**src/design/urde_pkg.sv**
```systemverilog
// Shared types, constants and helpers for the radix digit emitter.
package urde_pkg;

  localparam int DEF_MAX_RADIX  = 16;
  localparam int DEF_VALUE_BITS = 32;
  localparam int DEF_MAX_DIGITS = 32;

  localparam int RADIX_W    = 5;
  localparam int DIGIT_W    = 4;
  localparam int CHAR_W     = 8;
  localparam int CFG_DATA_W = 64;
  localparam int CFG_ADDR_W = 5;
  localparam int REG_IDX_W  = 2;

  localparam logic [RADIX_W-1:0]    RADIX_RESET     = 5'd10;
  localparam logic [CFG_DATA_W-1:0] TABLE_LO_RESET  = 64'd3978425819141910832;
  localparam logic [CFG_DATA_W-1:0] TABLE_HI_RESET  = 64'd7378413942531504440;

  typedef enum logic [REG_IDX_W-1:0] {
    REG_RADIX    = 2'd0,
    REG_TABLE_LO = 2'd1,
    REG_TABLE_HI = 2'd2
  } reg_idx_t;

  typedef enum logic [2:0] {
    S_IDLE,
    S_EMPTY,
    S_DIV,
    S_READ,
    S_EMIT
  } state_t;

  // divider status back to the sequencer
  typedef struct packed {
    logic               done;
    logic               nonzero;
    logic [DIGIT_W-1:0] rem;
  } div_res_t;

  function automatic logic [CHAR_W-1:0] table_char(
    input logic [CFG_DATA_W-1:0] lo,
    input logic [CFG_DATA_W-1:0] hi,
    input logic [DIGIT_W-1:0]    digit
  );
    logic [5:0] sel;
    sel = {digit[2:0], 3'b000};
    if (digit[3]) begin
      return hi[sel +: CHAR_W];
    end
    return lo[sel +: CHAR_W];
  endfunction

endpackage

```
**src/design/urde_divider.sv**
```systemverilog
// Bit-serial restoring divider: one quotient bit per cycle, small radix divisor.
module urde_divider import urde_pkg::*; #(
  parameter int VALUE_BITS = DEF_VALUE_BITS
) (
  input  logic                  clk,
  input  logic                  rst_n,
  input  logic                  start,
  input  logic [VALUE_BITS-1:0] dividend,
  input  logic [RADIX_W-1:0]    divisor,
  output logic [VALUE_BITS-1:0] quotient,
  output div_res_t              res
);

  localparam int BC_W = $clog2(VALUE_BITS);

  logic [VALUE_BITS-1:0] q_r,    q_nxt;
  logic [DIGIT_W-1:0]    rem_r,  rem_nxt;
  logic [BC_W-1:0]       bcnt_r, bcnt_nxt;
  logic                  busy_r, busy_nxt;
  logic                  done_r, done_nxt;
  logic                  nz_r,   nz_nxt;

  logic [RADIX_W-1:0] trial;
  logic [RADIX_W-1:0] diff;
  logic               ge;

  assign trial = {rem_r, q_r[VALUE_BITS-1]};
  assign ge    = (trial >= divisor);
  assign diff  = trial - divisor;

  always_comb begin
    q_nxt    = q_r;
    rem_nxt  = rem_r;
    bcnt_nxt = bcnt_r;
    busy_nxt = busy_r;
    nz_nxt   = nz_r;
    done_nxt = 1'b0;
    if (start) begin
      q_nxt    = dividend;
      rem_nxt  = '0;
      bcnt_nxt = BC_W'(VALUE_BITS - 1);
      busy_nxt = 1'b1;
      nz_nxt   = 1'b0;
    end else if (busy_r) begin
      q_nxt   = {q_r[VALUE_BITS-2:0], ge};
      rem_nxt = ge ? diff[DIGIT_W-1:0] : trial[DIGIT_W-1:0];
      nz_nxt  = nz_r | ge;
      if (bcnt_r == '0) begin
        busy_nxt = 1'b0;
        done_nxt = 1'b1;
      end else begin
        bcnt_nxt = bcnt_r - 1'b1;
      end
    end
  end

  always_ff @(posedge clk) begin
    if (!rst_n) begin
      busy_r <= 1'b0;
      done_r <= 1'b0;
      nz_r   <= 1'b0;
      bcnt_r <= '0;
    end else begin
      busy_r <= busy_nxt;
      done_r <= done_nxt;
      nz_r   <= nz_nxt;
      bcnt_r <= bcnt_nxt;
    end
  end

  always_ff @(posedge clk) begin
    q_r   <= q_nxt;
    rem_r <= rem_nxt;
  end

  assign quotient    = q_r;
  assign res.done    = done_r;
  assign res.nonzero = nz_r;
  assign res.rem     = rem_r;

endmodule

```
**src/design/unsigned_radix_digit_emitter_unit.sv**
```systemverilog
// Top level: unsigned value to radix digit characters, most significant first.
//
//  channel | dir | handshake            | payload
//  --------+-----+----------------------+------------------------------------------
//  in      | in  | in_valid / in_stall  | in_value
//  out     | out | out_valid / out_stall| out_character, out_char_valid,
//          |     |                      | out_digit_count, out_last
//  cfg     | in  | APB, pready tied hi  | radix @0x00, table low @0x08, high @0x10
//
// Each digit comes from one pass of the bit-serial divider (one quotient bit per
// cycle). The digits are then read back through the digit store read port, one
// beat each, most significant first. A disabled radix gives one beat.
// Synchronous active-low reset clears control state and restores the registers.
// The digit store needs no reset: every entry is written before it is read.
// A stall on out holds the output register and pauses the emit pass or the empty beat only.
module unsigned_radix_digit_emitter_unit import urde_pkg::*; #(
  parameter int MAX_RADIX  = DEF_MAX_RADIX,
  parameter int VALUE_BITS = DEF_VALUE_BITS,
  parameter int MAX_DIGITS = DEF_MAX_DIGITS
) (
  input  logic                             clk,
  input  logic                             rst_n,
  // input channel
  input  logic                             in_valid,
  output logic                             in_stall,
  input  logic [VALUE_BITS-1:0]            in_value,
  // result channel
  output logic                             out_valid,
  input  logic                             out_stall,
  output logic [CHAR_W-1:0]                out_character,
  output logic                             out_char_valid,
  output logic [$clog2(MAX_DIGITS+1)-1:0]  out_digit_count,
  output logic                             out_last,
  // configuration
  input  logic                             cfg_psel,
  input  logic                             cfg_penable,
  input  logic                             cfg_pwrite,
  input  logic [CFG_ADDR_W-1:0]            cfg_paddr,
  input  logic [CFG_DATA_W-1:0]            cfg_pwdata,
  output logic [CFG_DATA_W-1:0]            cfg_prdata,
  output logic                             cfg_pready
);

  localparam int CNT_W = $clog2(MAX_DIGITS + 1);
  localparam int IDX_W = $clog2(MAX_DIGITS);
  localparam logic [RADIX_W-1:0] RADIX_SAT = RADIX_W'(MAX_RADIX);
  localparam logic [CNT_W-1:0]   CNT_MAX   = CNT_W'(MAX_DIGITS);

  // ---------------------------------------------------------------- config
  logic [RADIX_W-1:0]    radix_r;
  logic [CFG_DATA_W-1:0] tbl_lo_r;
  logic [CFG_DATA_W-1:0] tbl_hi_r;
  logic                  cfg_we;
  reg_idx_t              cfg_idx;

  assign cfg_pready = 1'b1;
  assign cfg_we     = cfg_psel && cfg_penable && cfg_pwrite && cfg_pready;
  // decode on the 8-byte register slot; low address bits ignored
  assign cfg_idx    = reg_idx_t'(cfg_paddr[CFG_ADDR_W-1:3]);

  always_ff @(posedge clk) begin
    if (!rst_n) begin
      radix_r  <= RADIX_RESET;
      tbl_lo_r <= TABLE_LO_RESET;
      tbl_hi_r <= TABLE_HI_RESET;
    end else if (cfg_we) begin
      case (cfg_idx)
        REG_RADIX: begin
          // saturate so a digit always lands inside the table
          radix_r <= (cfg_pwdata[RADIX_W-1:0] > RADIX_SAT) ? RADIX_SAT
                                                           : cfg_pwdata[RADIX_W-1:0];
        end
        REG_TABLE_LO: tbl_lo_r <= cfg_pwdata;
        REG_TABLE_HI: tbl_hi_r <= cfg_pwdata;
        default: ;
      endcase
    end
  end

  always_comb begin
    case (cfg_idx)
      REG_RADIX:    cfg_prdata = {{(CFG_DATA_W-RADIX_W){1'b0}}, radix_r};
      REG_TABLE_LO: cfg_prdata = tbl_lo_r;
      REG_TABLE_HI: cfg_prdata = tbl_hi_r;
      default:      cfg_prdata = '0;
    endcase
  end

  // ---------------------------------------------------------------- control
  state_t state_r, state_nxt;

  logic [CNT_W-1:0]   cnt_r;     // digits written so far
  logic [IDX_W-1:0]   idx_r;     // store entry being emitted, counts down
  logic [DIGIT_W-1:0] rd_digit_r;

  logic out_valid_r;
  logic [CHAR_W-1:0] out_char_r;
  logic out_cv_r;
  logic [CNT_W-1:0] out_cnt_r;
  logic out_last_r;

  logic                  slot_free;
  logic                  in_acc;
  logic                  radix_off;
  logic                  div_start;
  logic [VALUE_BITS-1:0] div_dividend;
  logic [VALUE_BITS-1:0] div_quot;
  div_res_t              div_res;
  logic [CNT_W-1:0]      cnt_inc;
  logic                  more_digits;

  logic mem_we;
  logic mem_re;
  logic load_empty;
  logic load_digit;

  assign slot_free   = !out_valid_r || !out_stall;
  assign in_acc      = in_valid && !in_stall;
  assign radix_off   = (radix_r <= RADIX_W'(1));
  assign cnt_inc     = cnt_r + 1'b1;
  assign more_digits = div_res.nonzero && (cnt_inc != CNT_MAX);

  // next state
  always_comb begin
    state_nxt = state_r;
    case (state_r)
      S_IDLE: begin
        if (in_valid) state_nxt = radix_off ? S_EMPTY : S_DIV;
      end
      S_EMPTY: begin
        if (slot_free) state_nxt = S_IDLE;
      end
      S_DIV: begin
        if (div_res.done && !more_digits) state_nxt = S_READ;
      end
      S_READ: state_nxt = S_EMIT;
      S_EMIT: begin
        if (slot_free) state_nxt = (idx_r == '0) ? S_IDLE : S_READ;
      end
      default: state_nxt = S_IDLE;
    endcase
  end

  // control outputs
  always_comb begin
    in_stall     = 1'b1;
    div_start    = 1'b0;
    div_dividend = div_quot;
    mem_we       = 1'b0;
    mem_re       = 1'b0;
    load_empty   = 1'b0;
    load_digit   = 1'b0;
    case (state_r)
      S_IDLE: begin
        in_stall     = 1'b0;
        div_dividend = in_value;
        div_start    = in_valid && !radix_off;
      end
      S_EMPTY: load_empty = slot_free;
      S_DIV: begin
        mem_we    = div_res.done;
        div_start = div_res.done && more_digits;
      end
      S_READ: mem_re = 1'b1;
      S_EMIT: load_digit = slot_free;
      default: ;
    endcase
  end

  always_ff @(posedge clk) begin
    if (!rst_n) begin
      state_r <= S_IDLE;
      cnt_r   <= '0;
      idx_r   <= '0;
    end else begin
      state_r <= state_nxt;
      if (in_acc) begin
        cnt_r <= '0;
      end else if (mem_we) begin
        cnt_r <= cnt_inc;
        idx_r <= cnt_r[IDX_W-1:0];
      end else if (load_digit && (idx_r != '0)) begin
        idx_r <= idx_r - 1'b1;
      end
    end
  end

  urde_divider #(
    .VALUE_BITS (VALUE_BITS)
  ) u_div (
    .clk      (clk),
    .rst_n    (rst_n),
    .start    (div_start),
    .dividend (div_dividend),
    .divisor  (radix_r),
    .quotient (div_quot),
    .res      (div_res)
  );

  // digit store, least significant digit at entry 0
  logic [DIGIT_W-1:0] digit_mem [MAX_DIGITS];

  always_ff @(posedge clk) begin
    if (mem_we) digit_mem[cnt_r[IDX_W-1:0]] <= div_res.rem;
  end

  always_ff @(posedge clk) begin
    if (mem_re) rd_digit_r <= digit_mem[idx_r];
  end

  // ---------------------------------------------------------------- output register
  always_ff @(posedge clk) begin
    if (!rst_n) begin
      out_valid_r <= 1'b0;
    end else if (load_empty || load_digit) begin
      out_valid_r <= 1'b1;
    end else if (!out_stall) begin
      out_valid_r <= 1'b0;
    end
  end

  always_ff @(posedge clk) begin
    if (load_empty) begin
      out_char_r <= '0;
      out_cv_r   <= 1'b0;
      out_cnt_r  <= '0;
      out_last_r <= 1'b1;
    end else if (load_digit) begin
      out_char_r <= table_char(tbl_lo_r, tbl_hi_r, rd_digit_r);
      out_cv_r   <= 1'b1;
      out_cnt_r  <= (idx_r == '0) ? cnt_r : '0;
      out_last_r <= (idx_r == '0);
    end
  end

  assign out_valid       = out_valid_r;
  assign out_character   = out_char_r;
  assign out_char_valid  = out_cv_r;
  assign out_digit_count = out_cnt_r;
  assign out_last        = out_last_r;

  // ---------------------------------------------------------------- checks
  a_no_overwrite: assert property (@(posedge clk) disable iff (!rst_n)
    (load_empty || load_digit) |-> slot_free)
    else $error("output register overwritten while a beat is pending");

  a_done_in_div: assert property (@(posedge clk) disable iff (!rst_n)
    div_res.done |-> (state_r == S_DIV))
    else $error("divider finished outside the divide phase");

  a_cnt_bound: assert property (@(posedge clk) disable iff (!rst_n)
    cnt_r <= CNT_MAX)
    else $error("digit count beyond store depth");

  a_last_count: assert property (@(posedge clk) disable iff (!rst_n)
    (out_valid_r && out_last_r && out_cv_r) |-> (out_cnt_r != '0))
    else $error("last digit beat without a digit count");

  a_emit_after_read: assert property (@(posedge clk) disable iff (!rst_n)
    (state_r == S_EMIT) |-> ($past(state_r) == S_READ || $past(state_r) == S_EMIT))
    else $error("emit without a store read");

endmodule

```
**config.mk**
```make
export PLATFORM = sky130hd
export DESIGN_NAME = unsigned_radix_digit_emitter_unit
export DESIGN_NICKNAME = d
export VERILOG_FILES = /design/src/design/urde_pkg.sv /design/src/design/urde_divider.sv /design/src/design/unsigned_radix_digit_emitter_unit.sv
export SDC_FILE = /design/constraint.sdc
export NUM_CORES = 1
export LEC_CHECK = 0
export BUFFER_PORTS_ARGS = -buffer_cell sky130_fd_sc_hd__clkbuf_2
export CAP_MARGIN = 20
export CORE_MARGIN = 3
export CORE_UTILIZATION = 56
export DETAILED_ROUTE_END_ITERATION = 10
export PLACE_DENSITY = 0.78
export SETUP_SLACK_MARGIN = 0.05
export SYNTH_ARGS = -nofsm -noshare
export SYNTH_HDL_FRONTEND = slang
export SYNTH_SLANG_ARGS = --single-unit
```
**constraint.sdc**
```tcl
create_clock -name clk -period 5.6 [get_ports clk]
set_input_delay 0.28 -clock clk [delete_from_list [all_inputs] [get_ports clk]]
set_output_delay 0.28 -clock clk [all_outputs]
set_load 0.02 [all_outputs]
```
==> out/qor.csv <==
stage;metric;value;unit
floorplanning;Ports;191;
grt;first-pass GRT wire length;60100;microns
drt;total number of vias;11100;
synthesis;post-synthesis area per instance;11.7;sq um
synthesis;Main synth FF type;dfxtp_1;
drt;drt total wl;39000;microns
floorplanning;Die X;169;microns
cells_and_area;Layout area overhead;18.2;%
hold_path;hold endpoint;tbl_lo_r[62]$_SDFFE_PN0P_;
timing;Period Utilization, post-route;54.9;%
floorplanning;full die area;28500;sq um
cells_and_area;share of cells above drive strength 1;26.3;%
timing;final setup TNS;0;ps
timing;Least-Margin Pin Slew;1030;ps
setup_path;r2r setup slk;2530;ps
cells_and_area;Multi-input gate area;5960;sq um
floorplanning;starting density of the core;58.0;%
clock_tree;H-tree levels;2;
synthesis;Post-synth EDFFs;164;
timing;Fin. Hold Viols;0;
run;max cap viols;0;
outcome;outcome;complete, no violations;
clock_tree;Max Buffers Root-to-Sink;3;
setup_path;Worst EP required;5870;ps
synthesis;top-area cell type share of the netlist area;33.2;%
clock_tree;CTS resizes;0;
floorplanning;die height;169;microns
floorplanning;std cell rows;58;
timing;fmax;325;MHz
grt;Global Route Usage Sum;26.6;%
drt;average wire per standard cell;21.5;microns
timing;final setup vio count;0;
clock_tree;worst skew pair latency;540;ps
synthesis;Yosys reg bits;340;
floorplanning;core area;25600;sq um
setup_path;worst r2r src;cnt_r[0]$_SDFFE_PP0P_;
synthesis;sequential area share after synthesis;56.9;%
timing;Worst Skew;29.3;ps
setup_path;CP Max Fanout;21;
clock_tree;hold_buf cts;31;
cells_and_area;highest-count cells in the layout ignoring fill and taps;nand2_1 (282), clkbuf_2 (186), dfxtp_1 (173);
synthesis;Syn Nets;1395;
clock_tree;CTS Buf Count;36;
drt;Iter 0 DRT Violations;1455;
setup_path;Worst Setup Start Kind;flop;
timing;final setup margin;2530;ps
timing;Rel. slew slack;31.0;%
placed_design;# port buffers;186;
pwr;power density over the cells;316;nW/um^2
placed_design;gp weighted congestion;0.843;
cells_and_area;Filler cells;1811;
grt;largest net degree at the start of global routing;89;
clock_tree;CTS root buffer;clkbuf_16;
drt;router iterations before antenna repair;5;
synthesis;Netlist cell types;55;
timing;crit path time final;3070;ps
setup_path;endpoint class of the critical path;flop;
placed_design;DP HPWL;24900;microns
drt;routed vias/inst;6.13;
pwr;leak pwr;6.65;nW
timing;RSZ-0062 raised after global routing;no;
grt;initial antenna violation count;2;
synthesis;leading area contributor after synthesis;edfxtp_1;
synthesis;Async SR Flop Fraction;0;%
grt;vias in the first global route;10600;
hold_path;Hold Path Origin;cfg_pwdata[62];
clock_tree;CTS tree;yes;
cells_and_area;most common cell after layout, fill and taps aside;nand2_1;
hold_path;Hold Path Class;primary input to flop;
hold_path;hold path depth;3;
placed_design;dpl ws;2530;ps
setup_path;r2r worst-path depth;7;
pwr;worst vdd ir;0.000320;V
synthesis;Mapped Cells;1273;
synthesis;cell area after synthesis;14900;sq um
setup_path;CP Class;flop to flop;
synthesis;Synth Warn #;0;
clock_tree;Sinks on Clock Net;340;
drt;Residual DRC;0;
setup_path;Reg-to-Reg End;u_div.quotient[3]$_DFFE_PP_;
setup_path;Worst EP arrival;3340;ps
synthesis;Area contributors post-synth;edfxtp_1 (33%), dfxtp_1 (24%), mux4_2 (12%);
timing;Pins Over Slew Limit;0;
cells_and_area;Nets;1575;
clock_tree;clk slew on worst S/H paths;60;ps
clock_tree;post-CTS setup buffers;0;
grt;total global routing overflow;0;
cells_and_area;Storage cell area;8450;sq um
drt;Routed Antenna Nets;0;
## Yosys cell counts (2+ instances only)
master and number:
a211o_1 2, a211oi_1 2, a21oi_1 93, a22o_1 68, a22oi_1 6, a31oi_1 4
and2_1 2, and3_1 3, buf_1 7, buf_2 5, buf_4 4, buf_6 6
clkbuf_1 71, dfxtp_1 176, edfxtp_1 164, ha_1 13, inv_1 21, mux2_1 2
mux2_2 33, mux2i_1 9, mux4_2 80, nand2_1 282, nand2b_1 5, nand3_1 69
nand3b_1 4, nand4_1 6, nor2_1 67, nor2b_1 5, nor3_1 3, nor3b_1 5
nor4_1 4, o21a_1 2, o21ai_0 12, o311ai_0 2, or3_1 5, xnor2_1 8
xor2_1 5
## kinds of logic after synthesis
kind of cell	count (synthesis)	synth area share, %
and+or+nand+nor	463	13.1
DFF	340	56.9
other	1	0.0252
xor gates and xnor gates	13	0.767
AOI/OAI and AO/OA	203	9.24
muxes	124	15.4
buffers and inverters	115	3.35
adders and majority gates	14	1.23
## where the power goes
part / switching (W) / internal [W]
Combinational: 0.000246 / 0.000185
Sequential: 0.0000557 / 0.00271
Clock: 0.000974 / 0.00137
Total: 0.00128 / 0.00426
## worst max-delay path by stage
| stage | cells after the start | startpoint | to | slack, ps |
|---|---|---|---|---|
| 2_1_floorplan | 5 | cnt_r[0]$_SDFFE_PP0P_ | u_div.quotient[0]$_DFFE_PP_ | 2140 |
| 3_3_place_gp | 6 | cnt_r[0]$_SDFFE_PP0P_ | u_div.quotient[21]$_DFFE_PP_ | 2380 |
| 3_5_place_dp | 7 | cnt_r[0]$_SDFFE_PP0P_ | u_div.quotient[3]$_DFFE_PP_ | 2530 |
| 4_1_cts | 6 | u_div.rem_r[0]$_SDFFE_PP0P_ | u_div.rem_r[2]$_SDFFE_PP0P_ | 2490 |
| 5_1_grt | 7 | cnt_r[0]$_SDFFE_PP0P_ | u_div.quotient[11]$_DFFE_PP_ | 2360 |
| 6_report | 7 | cnt_r[0]$_SDFFE_PP0P_ | u_div.quotient[3]$_DFFE_PP_ | 2530 |
## critical path, stage by stage, from the launching register on
cell       delay [ps]
dfxtp_1           580
ha_1              330
nor2b_1            80
a2111oi_2         390
o211ai_2          230
a31oi_4           620
buf_16            240
mux2_2            350
## registers in the layout, summed over array words and instances, names as in the netlist, 5 cells and up
name and flops:
radix_r 5, tbl_lo_r 64, out_digit_count 6, idx_r 5, cnt_r 6, tbl_hi_r 64, u_div.bcnt_r 5, out_character 8
u_div.quotient 32, digit_mem 128
## cell type report
class	instances	area share (%)
Timing Repair Buffer	235	8.37
Clock buffer	49	5.75
Tap cell	330	2.35
Sequential cell	340	48.2
Inverter	22	0.471
Antenna cell	2	0.0285
Clock inverter	16	0.927
Multi-Input combinational cell	818	33.9
## layer usage
layer  up-vias  wire length (microns)  track usage, %
li1       5006                      -               -
met1      5419                  15300            36.6
met2       592                  18800            43.3
met3        91                   3690            5.18
met4         2                   1200            8.47
met5         -                     12               0
## stage by stage
stage                     hold slack [ps]  utilization, %  total power [W]  area (sq um)  cells
after floorplan                       404               -          0.00304         14900   1273
after global placement                449            62.2          0.00318         15900   1709
after detailed placement              458            62.3          0.00320         16000   1710
after CTS                           0.774            68.1          0.00554         17400   1806
after global routing                 4.22            68.5          0.00571         17500   1811
final                                1.56            68.5          0.00554         17600   1812
No activity file was read; power rests on OpenSTA's default activity.
